### src/t2u_pkg.sv
`timescale 1ns / 1ps

package t2u_pkg;

    localparam logic [2:0] MODE_PASS    = 3'd0;
    localparam logic [2:0] MODE_UTF16LE = 3'd1;
    localparam logic [2:0] MODE_UTF16BE = 3'd2;
    localparam logic [2:0] MODE_CP1252  = 3'd3;
    localparam logic [2:0] MODE_LATIN1  = 3'd4;

    localparam int MAX_BYTES = 6;

    typedef struct packed {
        logic [7:0]  held_byte;
        logic        held_valid;
        logic [15:0] pend_unit;
        logic        pend_valid;
    } t2u_state_t;

    typedef struct packed {
        logic [MAX_BYTES-1:0][7:0] bytes;
        logic [2:0]                count;
    } t2u_expand_t;

    typedef struct packed {
        logic [3:0][7:0] b;
        logic [2:0]      n;
    } utf8_seq_t;

    function automatic logic [15:0] cp1252_high(input logic [4:0] idx);
        logic [15:0] cp;
        case (idx)
            5'd0:    cp = 16'h20AC;
            5'd1:    cp = 16'h0081;
            5'd2:    cp = 16'h201A;
            5'd3:    cp = 16'h0192;
            5'd4:    cp = 16'h201E;
            5'd5:    cp = 16'h2026;
            5'd6:    cp = 16'h2020;
            5'd7:    cp = 16'h2021;
            5'd8:    cp = 16'h02C6;
            5'd9:    cp = 16'h2030;
            5'd10:   cp = 16'h0160;
            5'd11:   cp = 16'h2039;
            5'd12:   cp = 16'h0152;
            5'd13:   cp = 16'h008D;
            5'd14:   cp = 16'h017D;
            5'd15:   cp = 16'h008F;
            5'd16:   cp = 16'h0090;
            5'd17:   cp = 16'h2018;
            5'd18:   cp = 16'h2019;
            5'd19:   cp = 16'h201C;
            5'd20:   cp = 16'h201D;
            5'd21:   cp = 16'h2022;
            5'd22:   cp = 16'h2013;
            5'd23:   cp = 16'h2014;
            5'd24:   cp = 16'h02DC;
            5'd25:   cp = 16'h2122;
            5'd26:   cp = 16'h0161;
            5'd27:   cp = 16'h203A;
            5'd28:   cp = 16'h0153;
            5'd29:   cp = 16'h009D;
            5'd30:   cp = 16'h017E;
            5'd31:   cp = 16'h0178;
            default: cp = 16'h0000;
        endcase
        return cp;
    endfunction

    // code points above 0x10FFFF cannot arise here
    function automatic utf8_seq_t utf8_encode(input logic [20:0] cp, input logic en);
        utf8_seq_t s;
        s = '0;
        if (cp[20:7] == '0)
        begin
            s.b[0] = {1'b0, cp[6:0]};
            s.n    = 3'd1;
        end
        else if (cp[20:11] == '0)
        begin
            s.b[0] = {3'b110, cp[10:6]};
            s.b[1] = {2'b10, cp[5:0]};
            s.n    = 3'd2;
        end
        else if (cp[20:16] == '0)
        begin
            s.b[0] = {4'b1110, cp[15:12]};
            s.b[1] = {2'b10, cp[11:6]};
            s.b[2] = {2'b10, cp[5:0]};
            s.n    = 3'd3;
        end
        else
        begin
            s.b[0] = {5'b11110, cp[20:18]};
            s.b[1] = {2'b10, cp[17:12]};
            s.b[2] = {2'b10, cp[11:6]};
            s.b[3] = {2'b10, cp[5:0]};
            s.n    = 3'd4;
        end
        if (!en)
        begin
            s.n = 3'd0;
        end
        return s;
    endfunction

endpackage

### src/t2u_expand.sv
`timescale 1ns / 1ps

module t2u_expand
    import t2u_pkg::*;
(
    input  logic [2:0]  mode,
    input  logic [7:0]  in_byte,
    input  logic        in_last,
    input  t2u_state_t  st,
    output t2u_state_t  st_next,
    output t2u_expand_t res
);

    logic [15:0] unit;
    logic        unit_high;
    logic        unit_low;
    logic [20:0] cp1;
    logic [20:0] cp2;
    logic        v1;
    logic        v2;
    logic        raw;
    utf8_seq_t   e1;
    utf8_seq_t   e2;
    logic [2:0]  d;

    assign unit      = (mode == MODE_UTF16LE) ? {in_byte, st.held_byte}
                                              : {st.held_byte, in_byte};
    assign unit_high = (unit[15:10] == 6'b110110);
    assign unit_low  = (unit[15:10] == 6'b110111);

    always_comb
    begin
        st_next = st;
        cp1     = '0;
        cp2     = {5'd0, unit};
        v1      = 1'b0;
        v2      = 1'b0;
        raw     = 1'b0;
        case (mode)
            MODE_UTF16LE, MODE_UTF16BE:
            begin
                if (!st.held_valid)
                begin
                    st_next.held_byte  = in_byte;
                    st_next.held_valid = 1'b1;
                    v1  = in_last && st.pend_valid;
                    cp1 = {5'd0, st.pend_unit};
                end
                else
                begin
                    st_next.held_byte  = '0;
                    st_next.held_valid = 1'b0;
                    st_next.pend_unit  = '0;
                    st_next.pend_valid = 1'b0;
                    if (st.pend_valid && unit_low)
                    begin
                        v1  = 1'b1;
                        cp1 = 21'h10000 + {1'b0, st.pend_unit[9:0], unit[9:0]};
                    end
                    else
                    begin
                        v1  = st.pend_valid;
                        cp1 = {5'd0, st.pend_unit};
                        // a high surrogate waits for its partner unless the stream ends
                        v2  = !unit_high || in_last;
                        if (unit_high)
                        begin
                            st_next.pend_unit  = unit;
                            st_next.pend_valid = 1'b1;
                        end
                    end
                end
            end
            MODE_CP1252:
            begin
                v1 = 1'b1;
                if (in_byte[7:5] == 3'b100)
                begin
                    cp1 = {5'd0, cp1252_high(in_byte[4:0])};
                end
                else
                begin
                    cp1 = {13'd0, in_byte};
                end
            end
            MODE_LATIN1:
            begin
                v1  = 1'b1;
                cp1 = {13'd0, in_byte};
            end
            default:
            begin
                raw = 1'b1;
            end
        endcase
        if (in_last)
        begin
            st_next = '0;
        end
    end

    always_comb
    begin
        e1 = utf8_encode(cp1, v1);
        e2 = utf8_encode(cp2, v2);
        if (raw)
        begin
            e1      = '0;
            e1.b[0] = in_byte;
            e1.n    = 3'd1;
        end
        res       = '0;
        res.count = e1.n + e2.n;
        for (int k = 0; k < MAX_BYTES; k++)
        begin
            d = 3'(k) - e1.n;
            if (3'(k) < e1.n)
            begin
                res.bytes[k] = e1.b[2'(k)];
            end
            else if (d < 3'd4)
            begin
                res.bytes[k] = e2.b[d[1:0]];
            end
            else
            begin
                res.bytes[k] = 8'h00;
            end
        end
    end

endmodule

### src/text_to_utf8_transcoder.sv
`timescale 1ns / 1ps
// Channel   Dir  Transaction carries
// s_axis    in   tdata[7:0] in_byte, tlast in_last
// m_axis    out  tdata[7:0] out_byte, tuser[0] has_byte, tuser[1] stream_end, tlast run_last
// cfg       in   cfg_wdata[2:0] conversion_mode, written when cfg_we is high
//
// One result transaction per cycle at best; an item producing n results (n = 0 to 6,
// or one bare end marker) holds the output buffer until all its results are taken.
// An item passes through the input register, then loads into the output buffer once it is free.
// The input register takes a new item while the buffer still drains its last result.
// rst_n is asynchronous: held byte, pending surrogate and mode return to zero.
// m_axis stalls hold the buffer; s_axis tready drops while the input register is full and cannot load.

module text_to_utf8_transcoder
    import t2u_pkg::*;
(
    input  logic       clk,
    input  logic       rst_n,
    input  logic       cfg_we,
    input  logic [2:0] cfg_wdata,      // conversion_mode
    input  logic       s_axis_tvalid,
    output logic       s_axis_tready,
    input  logic [7:0] s_axis_tdata,   // [7:0] in_byte
    input  logic       s_axis_tlast,
    output logic       m_axis_tvalid,
    input  logic       m_axis_tready,
    output logic [7:0] m_axis_tdata,   // [7:0] out_byte
    output logic [1:0] m_axis_tuser,   // [0] has_byte, [1] stream_end
    output logic       m_axis_tlast
);

    logic [2:0]                mode_reg;
    logic                      in_valid_reg;
    logic                      in_valid_next;
    logic [7:0]                in_byte_reg;
    logic                      in_last_reg;
    t2u_state_t                state_reg;
    t2u_state_t                state_next;
    t2u_expand_t               exp_res;
    logic [MAX_BYTES-1:0][7:0] buf_byte_reg;
    logic [MAX_BYTES-1:0][7:0] buf_byte_next;
    logic [2:0]                buf_cnt_reg;
    logic [2:0]                buf_cnt_next;
    logic                      buf_end_reg;
    logic                      buf_end_next;
    logic                      buf_bare_reg;
    logic                      buf_bare_next;
    logic                      load;
    logic                      out_take;

    t2u_expand u_expand (
        .mode    (mode_reg),
        .in_byte (in_byte_reg),
        .in_last (in_last_reg),
        .st      (state_reg),
        .st_next (state_next),
        .res     (exp_res)
    );

    assign out_take      = m_axis_tvalid && m_axis_tready;
    assign load          = in_valid_reg &&
                           ((buf_cnt_reg == 3'd0) || ((buf_cnt_reg == 3'd1) && m_axis_tready));
    assign s_axis_tready = !in_valid_reg || load;
    assign in_valid_next = s_axis_tready ? s_axis_tvalid : in_valid_reg;

    always_comb
    begin
        buf_byte_next = buf_byte_reg;
        buf_cnt_next  = buf_cnt_reg;
        buf_end_next  = buf_end_reg;
        buf_bare_next = buf_bare_reg;
        if (load)
        begin
            buf_end_next = in_last_reg;
            if ((exp_res.count == 3'd0) && in_last_reg)
            begin
                buf_byte_next = '0;
                buf_cnt_next  = 3'd1;
                buf_bare_next = 1'b1;
            end
            else
            begin
                buf_byte_next = exp_res.bytes;
                buf_cnt_next  = exp_res.count;
                buf_bare_next = 1'b0;
            end
        end
        else if (out_take)
        begin
            buf_byte_next = buf_byte_reg >> 8;
            buf_cnt_next  = buf_cnt_reg - 3'd1;
        end
    end

    always_ff @(posedge clk or negedge rst_n)
    begin
        if (!rst_n)
        begin
            mode_reg     <= MODE_PASS;
            in_valid_reg <= 1'b0;
            state_reg    <= '0;
            buf_cnt_reg  <= 3'd0;
            buf_end_reg  <= 1'b0;
            buf_bare_reg <= 1'b0;
        end
        else
        begin
            if (cfg_we)
            begin
                mode_reg <= cfg_wdata;
            end
            in_valid_reg <= in_valid_next;
            if (load)
            begin
                state_reg <= state_next;
            end
            buf_cnt_reg  <= buf_cnt_next;
            buf_end_reg  <= buf_end_next;
            buf_bare_reg <= buf_bare_next;
        end
    end

    always_ff @(posedge clk)
    begin
        if (s_axis_tvalid && s_axis_tready)
        begin
            in_byte_reg <= s_axis_tdata;
            in_last_reg <= s_axis_tlast;
        end
        buf_byte_reg <= buf_byte_next;
    end

    assign m_axis_tvalid   = (buf_cnt_reg != 3'd0);
    assign m_axis_tdata    = buf_byte_reg[0];
    assign m_axis_tlast    = (buf_cnt_reg == 3'd1);
    assign m_axis_tuser[0] = !buf_bare_reg;
    assign m_axis_tuser[1] = buf_end_reg && (buf_cnt_reg == 3'd1);

    a_buf_bound: assert property (@(posedge clk) disable iff (!rst_n)
        buf_cnt_reg <= 3'(MAX_BYTES))
        else $error("output buffer count out of range");

    a_load_free: assert property (@(posedge clk) disable iff (!rst_n)
        load |-> (buf_cnt_reg == 3'd0) || ((buf_cnt_reg == 3'd1) && m_axis_tready))
        else $error("buffer reloaded while results remain");

    a_bare_single: assert property (@(posedge clk) disable iff (!rst_n)
        (buf_bare_reg && (buf_cnt_reg != 3'd0)) |-> (buf_cnt_reg == 3'd1))
        else $error("bare end marker with more than one result");

    a_end_clears: assert property (@(posedge clk) disable iff (!rst_n)
        (load && in_last_reg) |=> !state_reg.held_valid && !state_reg.pend_valid)
        else $error("state not cleared after end of stream");

endmodule

### config.mk
export PLATFORM = sky130hd
export DESIGN_NAME = text_to_utf8_transcoder
export DESIGN_NICKNAME = d
export VERILOG_FILES = /design/src/t2u_pkg.sv /design/src/t2u_expand.sv /design/src/text_to_utf8_transcoder.sv
export SDC_FILE = /design/constraint.sdc
export NUM_CORES = 1
export LEC_CHECK = 0
export BUFFER_PORTS_ARGS = -buffer_cell sky130_fd_sc_hd__clkbuf_2
export CAP_MARGIN = 15
export CORE_ASPECT_RATIO = 0.8
export CORE_UTILIZATION = 50
export DETAILED_ROUTE_END_ITERATION = 7
export GPL_TIMING_DRIVEN = 1
export PLACE_DENSITY = 0.67
export REMOVE_ABC_BUFFERS = 1
export SYNTH_ARGS = -nofsm -noshare
export SYNTH_HDL_FRONTEND = slang
export SYNTH_SLANG_ARGS = --single-unit
### constraint.sdc
create_clock -name clk -period 13 [get_ports clk]
set_input_delay 1.3 -clock clk [delete_from_list [all_inputs] [get_ports clk]]
set_output_delay 1.3 -clock clk [all_outputs]
set_load 0.01 [all_outputs]
* After elaboration in Yosys (flattened, before gate mapping)
Memories as Yosys holds them, arrays and structs flattened. A register that Yosys moved wholly into a read port is not among the register bits.
Cells that the tools add are included.
** Operators by class
- Add/subtract/negate cells :: 9
- Multipliers :: 0
- Div/mod/pow operators :: 0
- $lt $le $gt $ge :: 18
- Equal/unequal tests :: 8
- Shifts and indexed selects :: 0
- Multiplexer cells :: 60
- Bitwise operators :: 0
- Reductions and logical operators :: 30
** Operator list (number)
- $mux W8 :: 20
- $mux W48 :: 3
- $bmux W8 S2 :: 6
- $mux W17 :: 4
- $pmux W21 S3 :: 1
- $mux W26 :: 2
- $mux W16 :: 3
- $mux W21 :: 2
- $mux W19 :: 2
- $logic_not A14 Y1 :: 2
- $mux W25 :: 1
- $mux W11 :: 2
- $add A17 B20 Y21 const A :: 1
- $logic_not A10 Y1 :: 2
- $lt A2 B3 Y1 const B :: 6
- $lt A3 B3 Y1 const B :: 6
- $mux W3 :: 5
- $eq A6 B6 Y1 const B :: 2
- $mux W9 :: 1
- $logic_and A1 B1 Y1 :: 8
- $eq A3 B1 Y1 const B :: 2
- $eq A3 B2 Y1 const B :: 2
- $eq A3 B3 Y1 const B :: 2
- $logic_not A3 Y1 :: 2
- 20 further kinds :: 38
** Storage, ports and cells
- Bits in registers :: 92
- Latch bits :: 0
- RAM bits :: 0
- Memory bits (read-only) :: 352
- Input bits :: 17
- Output and inout bits :: 13
- Memories :: 1
** Memory list
- (name not given) :: depth 32, width 11, read ports 1, clocked after Yosys merged registers in 1, wr ports 0, RTL line t2u_pkg.sv:32 : case (idx)

* Logic depth before layout (Yosys ltp)
- Depth after elaboration :: 20
- Depth in mapped cells :: 22
- Gate-level depth less buffers :: 17

* By module
From an unflattened synthesis, not the netlist that was laid out.
** Second synthesis, totals
- Cell total of the unflattened synthesis :: 992
- Area, all modules :: 7616.1 sq um
** Modules (own cells, without submodules)
- text_to_utf8_transcoder :: times used 1, cells each 376, area each 3922.5 sq um, sequential area each 2587.5 sq um
- t2u_expand :: times used 1, cells each 616, area each 3693.5 sq um, sequential area each 0.0 sq um

* Worst setup path after synthesis
No wires, ideal clock.
- Kind :: register -> register
- Start :: register mode_reg[1]
- End :: register buf_byte_reg[32] in the netlist's numbering, data pin
- Setup time :: 0.267 ns
- Data arrival time :: 4.200 ns
- Required time :: 12.733 ns
- Setup slack :: 8.534 ns
- Stages on the path, launching flop included :: 21
- Path buffers :: 4
- Clock period less this slack :: 4.466 ns
- Cells stage by stage :: dfrtp_1 > buf_2 > or3b_4 > or3_4 > nand4_1 > o211ai_4 > o31a_1 > buf_6 > nor2_8 > buf_2 > ha_1 > inv_1 > fa_1 > nand2_1 > nor2_1 > a21o_1 > clkbuf_1 > nor2_1 > nand4_1 > a2bb2oi_1 > o211ai_1
** RTL lines
- start: declaration :: RTL line text_to_utf8_transcoder.sv:32 : logic [2:0] mode_reg;
- start signal: assignment :: RTL line text_to_utf8_transcoder.sv:110 : mode_reg <= cfg_wdata;
- end signal: assignment :: RTL line text_to_utf8_transcoder.sv:130 : buf_byte_reg <= buf_byte_next;
- end: declaration :: RTL line text_to_utf8_transcoder.sv:40 : logic [MAX_BYTES-1:0][7:0] buf_byte_reg;

==> metrics.txt <==
Yosys reg bits just over 100; Final Setup Violations 0; Netlist cell types just over 80; Pins Over Slew Limit 0; unrepaired setup endpoints after global routing no; asr flop ratio synth 34.0%; Pleak 3.05 nW; Mapped Avg Cell Area ~8.7 um^2; clk slew on worst S/H paths approximately 80 ps; wl on met1 12.0 mm; Worst VDD drop 0.131 mV; slew margin rel. 27.5%; clock buffer depth 2; minimum clock period 5680 ps; post-synthesis adder-cell area fraction 3.14%; highest metal used met4; Placed Area 0.00753 mm^2; Sink Count 103; GRT overflow 0; Num CTS Buffers 9; number of port buffers 29; R2R depth 12; vias in the first global route 6480; die area 0.0153 mm^2; top_reg_cell synth edfxtp_1; Hold Crit Depth 2; TritonRoute pass-1 iters 8; worst min-delay path class flop to flop; Vias/cell 7.06; WL/cell 26.4 um; RePlAce Congestion 1.01; CP Capture Type flop; share of cells above drive strength 1 a little under an eighth; Synth Instances 850; CTS tree built; Final Cycle Share a little over two fifths; met2 wire len 10.6 mm; Worst Path Arrival between 5000 and 6000 ps; first-pass GRT wire length 40.6 mm; clk_lat worst skew 360 ps; # nets final 864; RR Endpoint buf_byte_reg[36]; clk_skew 8.84 ps; mux cell area share after synthesis 5.61%; worst slew pin tran about 1100 ps; Core Region between 0.01 and 0.015 mm^2; startpoint types flop; Layout area overhead 5.78%; final non-filler cell area 0.00784 mm^2; initial antenna violation count 0; Detail Placement HPWL around 20 mm; main combinational cell family by area after synthesis compound AO/OA/AOI/OAI gates; final hold vios 0; post-synthesis sequential area ratio 37.9%; Antenna Nets Post-Route 0; WS Path Type flop to flop; starting density of the core around half; Worst EP required 13200 ps; vias 7182; fillers between 1000 and 1500; die width 138 um; Total GRT Usage a little over a third; min-delay src buf_end_reg; 1st-iter DRT viols ~1100; worst hold endpoint buf_end_reg; # resized after CTS 0; FMAX 176 MHz; failing checks design-rule violations; hold buffer count at CTS 0; Synth Area in Simple Gates 19.9%; internal reg-to-reg setup slack ~7300 ps; buffer count from post-CTS setup fixing 0; overall power 1.63 mW; pin count of the biggest net entering global routing 50; diodes inserted 0; setup TNS 0 ps; synth warn 0; status finished with violations; residual DRC count 22; xor/xnor share of the synthesized area 1.06%; Max-Cap Viols 0; htree depth 3; Root Buffer clkbuf_16; Die Ht 111 um; power per cell area 208 mW/mm^2; Post-Syn Area 0.00741 mm^2; io pins 30; # rows 39; number of enable flip-flop cells after synthesis 57; compound-gate portion of the synthesized area 26.8%; worst r2r src mode_reg[0]; crit-path max FO 25; Routed WL 26.9 mm; met3 routed WL 3.51 mm
## cells by family after synthesis
kind of cell,count (synthesis)
compound gates,289
xor+xnor,9
fa+ha+maj,18
buf+inv,91
flops,103
mux,40
simple gates,300
## Yosys cell counts, types with 5 or more instances
| cell type | instances | area (um^2) |
|---|---|---|
| a211oi_1 | 6 | 45.0 |
| a21o_1 | 6 | 45.0 |
| a21oi_1 | 46 | 230 |
| a22o_1 | 12 | 105 |
| a22oi_1 | 18 | 135 |
| a31oi_1 | 9 | 56.3 |
| a32oi_1 | 6 | 52.6 |
| and2_1 | 7 | 43.8 |
| and3_1 | 6 | 37.5 |
| buf_1 | 7 | 26.3 |
| buf_2 | 8 | 40.0 |
| buf_4 | 9 | 67.6 |
| clkbuf_1 | 46 | 173 |
| dfrtp_1 | 35 | 876 |
| dfxtp_1 | 11 | 220 |
| edfxtp_1 | 57 | 1710 |
| ha_1 | 17 | 213 |
| inv_1 | 15 | 56.3 |
| mux2_2 | 12 | 135 |
| mux2i_1 | 28 | 280 |
| nand2_1 | 121 | 454 |
| nand2b_1 | 10 | 62.6 |
| nand3_1 | 27 | 135 |
| nand3b_1 | 6 | 45.0 |
| nand4_1 | 12 | 75.1 |
| nor2_1 | 52 | 195 |
| nor2b_1 | 5 | 31.3 |
| nor3_1 | 16 | 80.1 |
| nor4_1 | 5 | 31.3 |
| o211ai_1 | 15 | 113 |
| o21ai_0 | 77 | 385 |
| o21ai_1 | 8 | 40.0 |
| o221ai_1 | 13 | 114 |
| o22ai_1 | 14 | 87.6 |
| o31ai_1 | 5 | 37.5 |
| or4_1 | 5 | 37.5 |
| xnor2_1 | 7 | 61.3 |
## per-layer routing
metal / track usage (%) / up-vias
met2: 47.1 / 501
met4: 11.6 / 0
met1: 52.6 / 3446
li1: - / 3178
met3: 12.8 / 57
met5: 0 / -
## cell usage in the layout, fill, tap and decap left out, types with 7 or more instances in the layout
master / n
dfrtp_1: 35
clkbuf_2: 29
mux2_2: 12
a31oi_1: 9
buf_4: 12
o22ai_1: 14
nor3_1: 16
o221ai_1: 13
o21ai_0: 77
nor2_1: 52
nand3_1: 27
mux2i_1: 28
inv_1: 14
ha_1: 17
xnor2_1: 7
o21ai_1: 8
nand4_1: 12
nand2_1: 121
a22oi_1: 18
a21oi_1: 46
edfxtp_1: 57
and2_1: 7
a22o_1: 12
nand2b_1: 10
dfxtp_1: 11
o211ai_1: 15
clkbuf_16: 9
## critical path, stage by stage, from the launching register on
cell,delay (ps)
dfrtp_1,520
nor3b_2,220
buf_4,320
or3_1,500
a211o_1,570
a21bo_2,340
o41ai_4,770
inv_2,330
ha_1,740
clkinv_1,410
o41ai_1,460
a31oi_1,100
o21ai_0,220
## worst max-delay path by stage
stage,start,to,slack [ps],cells after the start
after floorplan,mode_reg[1],buf_byte_reg[18],7390,15
after global placement,mode_reg[1],buf_byte_reg[18],7770,15
after detailed placement,mode_reg[0],buf_byte_reg[36],7490,12
after CTS,mode_reg[0],buf_byte_reg[36],7530,12
after global routing,mode_reg[0],m_axis_tdata[4],7030,12
final,mode_reg[0],buf_byte_reg[36],7320,12
## where the power goes
part / switching [mW] / leakage, nW / total [mW] / internal [mW]
sequential: 0.0841 / 1.12 / 0.571 / 0.487
combinational: 0.523 / 1.78 / 0.778 / 0.255
clock: 0.131 / 0.152 / 0.283 / 0.152
total: 0.738 / 3.05 / 1.63 / 0.893
## per-stage QoR
stage / instances / utilization [%] / worst slack, ps / hold slack [ps]
after global placement: 1002 / 52.3 / 7770 / 452
after global routing: 1018 / 54.4 / 7030 / 531
after detailed placement: 1002 / 52.3 / 7490 / 467
after CTS: 1018 / 54.4 / 7530 / 484
after floorplan: 777 / - / 7390 / 438
final: 1018 / 54.4 / 7320 / 476
## final cells by class
cell class	instances	area, um^2	share of cell area (%)
Timing Repair Buffer	41	235	3.00
Sequential cell	103	2810	35.8
Multi-Input combinational cell	656	4190	53.5
Inverter	18	70.1	0.894
Clock buffer	9	225	2.87
Tap cell	184	230	2.94
Clock inverter	7	77.6	0.990
(Power assumes the default switching activity.)
